`src/design/sparse_3d_cell_hash_store_unit_macros.svh`:
```
// Assertion macros used by the cell store top level.
`ifndef SPARSE_3D_CELL_HASH_STORE_UNIT_MACROS_SVH
`define SPARSE_3D_CELL_HASH_STORE_UNIT_MACROS_SVH
`ifndef SYNTH
`define S3C_ASSERT_IMPL(label, clk, rst_n, prop, msg) \
    label: assert property (@(posedge clk) disable iff (!rst_n) prop) else $error(msg);
`define S3C_ASSERT_NEXT(label, clk, rst_n, ante, cons, msg) \
    label: assert property (@(posedge clk) disable iff (!rst_n) ante |=> cons) else $error(msg);
`else
`define S3C_ASSERT_IMPL(label, clk, rst_n, prop, msg)
`define S3C_ASSERT_NEXT(label, clk, rst_n, ante, cons, msg)
`endif
`endif

```
`src/design/s3c_pkg.sv`:
```
// Package with shared types and constants of the sparse 3D cell store.
`default_nettype none
package s3c_pkg;
    localparam logic [31:0] HASH_SEED   = 32'hc0d1f1ed;
    localparam logic [31:0] SPACE_VALUE = 32'd32;
    localparam logic        REQ_WRITE   = 1'b0;
    localparam logic        REQ_READ    = 1'b1;

    typedef struct packed {
        logic        start;
        logic [31:0] x;
        logic [31:0] y;
        logic [31:0] z;
    } s3c_hash_req_t;

    typedef struct packed {
        logic        done;
        logic [31:0] hash;
    } s3c_hash_rsp_t;
endpackage
`default_nettype wire

```
`src/design/s3c_hash.sv`:
```
// Iterative coordinate hash built around one shared 32-bit multiplier.
`default_nettype none
module s3c_hash (
    input  wire logic                  clk,
    input  wire logic                  rst_n,
    input  wire s3c_pkg::s3c_hash_req_t req,
    output s3c_pkg::s3c_hash_rsp_t     rsp
);
    import s3c_pkg::*;

    logic [31:0] h_reg;
    logic [1:0]  step_reg;
    logic        busy_reg;
    logic        done_reg;
    logic [31:0] x_reg, y_reg, z_reg;
    logic [31:0] op;
    logic [31:0] prod;
    logic [31:0] mixed;

    // The multiplier operand for each of the three rounds.
    always_comb
    begin
        case (step_reg)
            2'd0:    op = x_reg | 32'd1;
            2'd1:    op = y_reg | 32'd1;
            default: op = z_reg | 32'd3;
        endcase
    end

    assign prod = h_reg * op;

    always_comb
    begin
        case (step_reg)
            2'd0:    mixed = {prod ^ x_reg} << 3 | (prod ^ x_reg) >> 29;
            2'd1:    mixed = (prod ^ ~y_reg) << 5 | (prod ^ ~y_reg) >> 27;
            default: mixed = prod ^ z_reg;
        endcase
    end

    always_ff @(posedge clk or negedge rst_n)
    begin
        if (!rst_n)
        begin
            busy_reg <= 1'b0;
            done_reg <= 1'b0;
            step_reg <= 2'd0;
        end
        else
        begin
            done_reg <= 1'b0;
            if (req.start)
            begin
                busy_reg <= 1'b1;
                step_reg <= 2'd0;
            end
            else if (busy_reg)
            begin
                if (step_reg == 2'd2)
                begin
                    busy_reg <= 1'b0;
                    done_reg <= 1'b1;
                end
                step_reg <= step_reg + 2'd1;
            end
        end
    end

    always_ff @(posedge clk)
    begin
        if (req.start)
        begin
            x_reg <= req.x;
            y_reg <= req.y;
            z_reg <= req.z;
            h_reg <= HASH_SEED;
        end
        else if (busy_reg)
        begin
            h_reg <= mixed;
        end
    end

    assign rsp.done = done_reg;
    assign rsp.hash = h_reg;
endmodule
`default_nettype wire

```
`config.mk`:
```
export PLATFORM = sky130hd
export DESIGN_NAME = s3c_hash
export DESIGN_NICKNAME = d
export VERILOG_FILES = /design/src/design/sparse_3d_cell_hash_store_unit_macros.svh /design/src/design/s3c_pkg.sv /design/src/design/s3c_hash.sv
export SDC_FILE = /design/constraint.sdc
export NUM_CORES = 1
export LEC_CHECK = 0
export ABC_AREA = 1
export ABC_CLOCK_PERIOD_IN_PS = 9850
export BUFFER_PORTS_ARGS = -buffer_cell sky130_fd_sc_hd__buf_2
export CORE_MARGIN = 10
export CORE_UTILIZATION = 35
export CTS_BUF_LIST = sky130_fd_sc_hd__clkbuf_8
export DETAILED_ROUTE_END_ITERATION = 8
export SKIP_CTS_REPAIR_TIMING = 1
export SLEW_MARGIN = 20
export SYNTH_ARGS = -nofsm -noshare
export SYNTH_HDL_FRONTEND = slang
export SYNTH_SLANG_ARGS = --single-unit
```
`constraint.sdc`:
```
create_clock -name clk -period 9.85 [get_ports clk]
set_input_delay 1.97 -clock clk [delete_from_list [all_inputs] [get_ports clk]]
set_output_delay 1.97 -clock clk [all_outputs]
set_load 0.05 [all_outputs]
```
==> metrics.yaml <==
via_count: 18120
fmax_ghz: 0.1075
dr.pass1.iters: 5
use_met2: 0.3536
synth_cells: 2603
finalHoldViolCount: 0
fin_tns_setup_ns: 0
grt_max_degree: 74
synth_area_um2: 21720
max-cap-violations: 0
ant_nets: 0
dpl.hpwl_um: 63860
use_met3: 0.03585
ff2ff_path_depth: 30
start_util: 0.3527
arrival_ns: 9.66
h-tree-depth: 4
final_max_slew_viol_count: 0
grt_pass1_vias: 19000
slowest_delay_ns: 0.57
wl_per_cell_um: 21.44
ios: 132
num_antenna_cells: 0
skew_ns: 0.01589
cts_made_buffers: 17
max_slew_margin: 0.2890
path_max_fanout: 27
worst-path-stages: 30
whs_path_depth: 2
synth-seq-cells: 132
antenna_found_initial: 1
final_nets: 3368
cts_tree: "done"
rows: 91
syn_nets: 3237
drive_above_1_share: 0.09501
met1_usage: 0.2613
yosysWarnings: 0
place_congestion: 1.024
rsz0062_at_grt: "false"
overflow: 0
numClockSinks: 132
post-route-min-period_ns: 9.306
crit_top_cell: "fa_1"
fill_cells: 6365
viasPerCell: 5.056
ys_seq_area_frac: 0.1668
post-route-period-util: 0.9448
grt-busiest-layer: "met2"
design.die.area_um2: 72440
synth_cell_type_count: 51
dieHeight_um: 269.1
fp.dieW_um: 269.1
crit_type: "reg2reg"
clock-root-buffer: "clkbuf_8"
grt_use_total: 0.2120
syn_area_per_cell_um2: 8.346
end_kind: "flop"
min_path_type: "reg2reg"
initialDrtViolationCount: 1491
critPathBufInv: 7
routed_wl_um: 76830
required_ns: 10.20
tightest_slew_ns: 1.065
grt_pass1_wl_um: 117000
worstSkewPairLatency_ns: 0.47
clockBufferDepth: 2
finalSetupViolCount: 0
cp_top_family: "adder cells"
utilization: 0.3890
io_buffers: 131
status: "completed"
cp-start-kind: "flop"
cp_slowest_cell: "fa_1"
cts.clk_slew.worst_paths_ns: 0.07
syn2layout_area_growth_pct: 10.30
drc: 0
core_area_um2: 61600
[metal layers]
layer | vias to the layer above | wire, µm
li1 | 8139 | -
met1 | 8917 | 30330
met2 | 857 | 35970
met3 | 208 | 6058
met4 | 0 | 4468
met5 | - | 0
[cells in the mapped netlist (all sizes together)]
cell type  count  area, µm²
inv          530       1992
nand2        485       1838
fa           408       8168
nor2         386       1456
nand3        136      690.7
ha           127       1589
edfxtp        96       2883
clkbuf        74      277.8
o21ai         61      305.3
a21oi         59      295.3
xor2          40      350.3
dfxtp         32      640.6
xnor2         19      166.4
buf           15      106.4
nor3          15      75.07
clkinv        14      52.55
or2           14      87.59
nand4         11      68.82
o22ai         11      68.82
a31oi          7      43.79
o221ai         7      61.31
a211oi         6      45.04
a21o           6      45.04
nand3b         6      45.04
o2111ai        5      43.79
o21bai         5      37.54
dfrtp          4      100.1
o31ai          4      30.03
nor4           3      18.77
a311oi         2      17.52
a32oi          2      17.52
a41oi          2      17.52
o2111a         2      22.52
o211ai         2      15.01
o21a           2      15.01
a211o          1      8.760
a21boi         1      7.510
and2           1      6.260
and3           1      6.260
o41ai          1      8.760
[final cells by class]
cell class                 count  area, µm²  area share
clock buffer                  19      261.5     0.01091
inverter                     544       2044     0.08532
timing repair buffer         201       1184     0.04940
tap                          837       1047     0.04371
clock inverter                13      121.4    0.005065
multi-input combinational   1838      15680      0.6544
sequential                   132       3623      0.1512
[cells by family (layout without fill, tap and decap cells)]
logic type | count (synthesis) | after routing | synth area share
flip-flops | 132 | 132 | 0.1668
buffers and inverters | 633 | 777 | 0.1118
AO/OA/AOI/OAI | 186 | 186 | 0.05091
AND/OR/NAND/NOR | 1058 | 1058 | 0.1976
XOR/XNOR | 59 | 59 | 0.02379
adder cells (fa/ha/maj) | 535 | 535 | 0.4491
[path summary, 6_finish.rpt]
kind	slack, ns	endpoint	start
setup / recovery	0.54	h_reg[30]	step_reg[1]
hold / removal	0.45	h_reg[5]	h_reg[5]
setup reg to reg	0.54	h_reg[30]	step_reg[1]
hold reg to reg	0.45	h_reg[5]	h_reg[5]
max in group asynchronous	8.40	busy_reg	rst_n
min in group asynchronous	1.30	done_reg	rst_n
[worst min-delay path: cells and delay by family, from the launching register on]
kind,cells,cell delay (ns)
buf+inv,1,0.05
compound gates,1,0.04
flops,1,0.31
[cells in the final DEF (no fill, tap or decap), types with 3 or more instances in the layout]
cell type	instances
nand4_1	11
nor4_1	3
a21o_1	6
o221ai_1	7
clkinv_2	4
a211oi_1	6
a21oi_1	59
inv_2	9
fa_1	408
edfxtp_1	96
o31ai_1	4
o2111ai_1	5
nor2_1	385
xnor2_1	19
nand3b_1	6
buf_4	71
nand2_1	481
nor3_1	15
dfxtp_1	32
clkbuf_8	19
a31oi_1	7
o21bai_1	5
or2_2	13
inv_1	524
o22ai_1	11
nand3_1	134
ha_1	125
o21ai_0	60
xor2_1	40
buf_2	130
clkinv_1	14
dfrtp_1	4
[through the flow]
stage / setup slack (ns) / hold slack [ns] / cells / cell area [µm²]
2_1_floorplan: 1.781 / 0.5442 / 2603 / 21720
3_3_place_gp: 0.6461 / 0.4471 / 3552 / 23570
3_5_place_dp: 0.6461 / 0.4452 / 3552 / 23570
4_1_cts: 0.5691 / 0.4553 / 3584 / 23960
5_1_grt: 0.04301 / 0.4780 / 3584 / 23960
6_report: 0.5435 / 0.4537 / 3584 / 23960
Power is not shown: default switching activity piles up to over one toggle a cycle in this logic, so the estimate is an artifact.
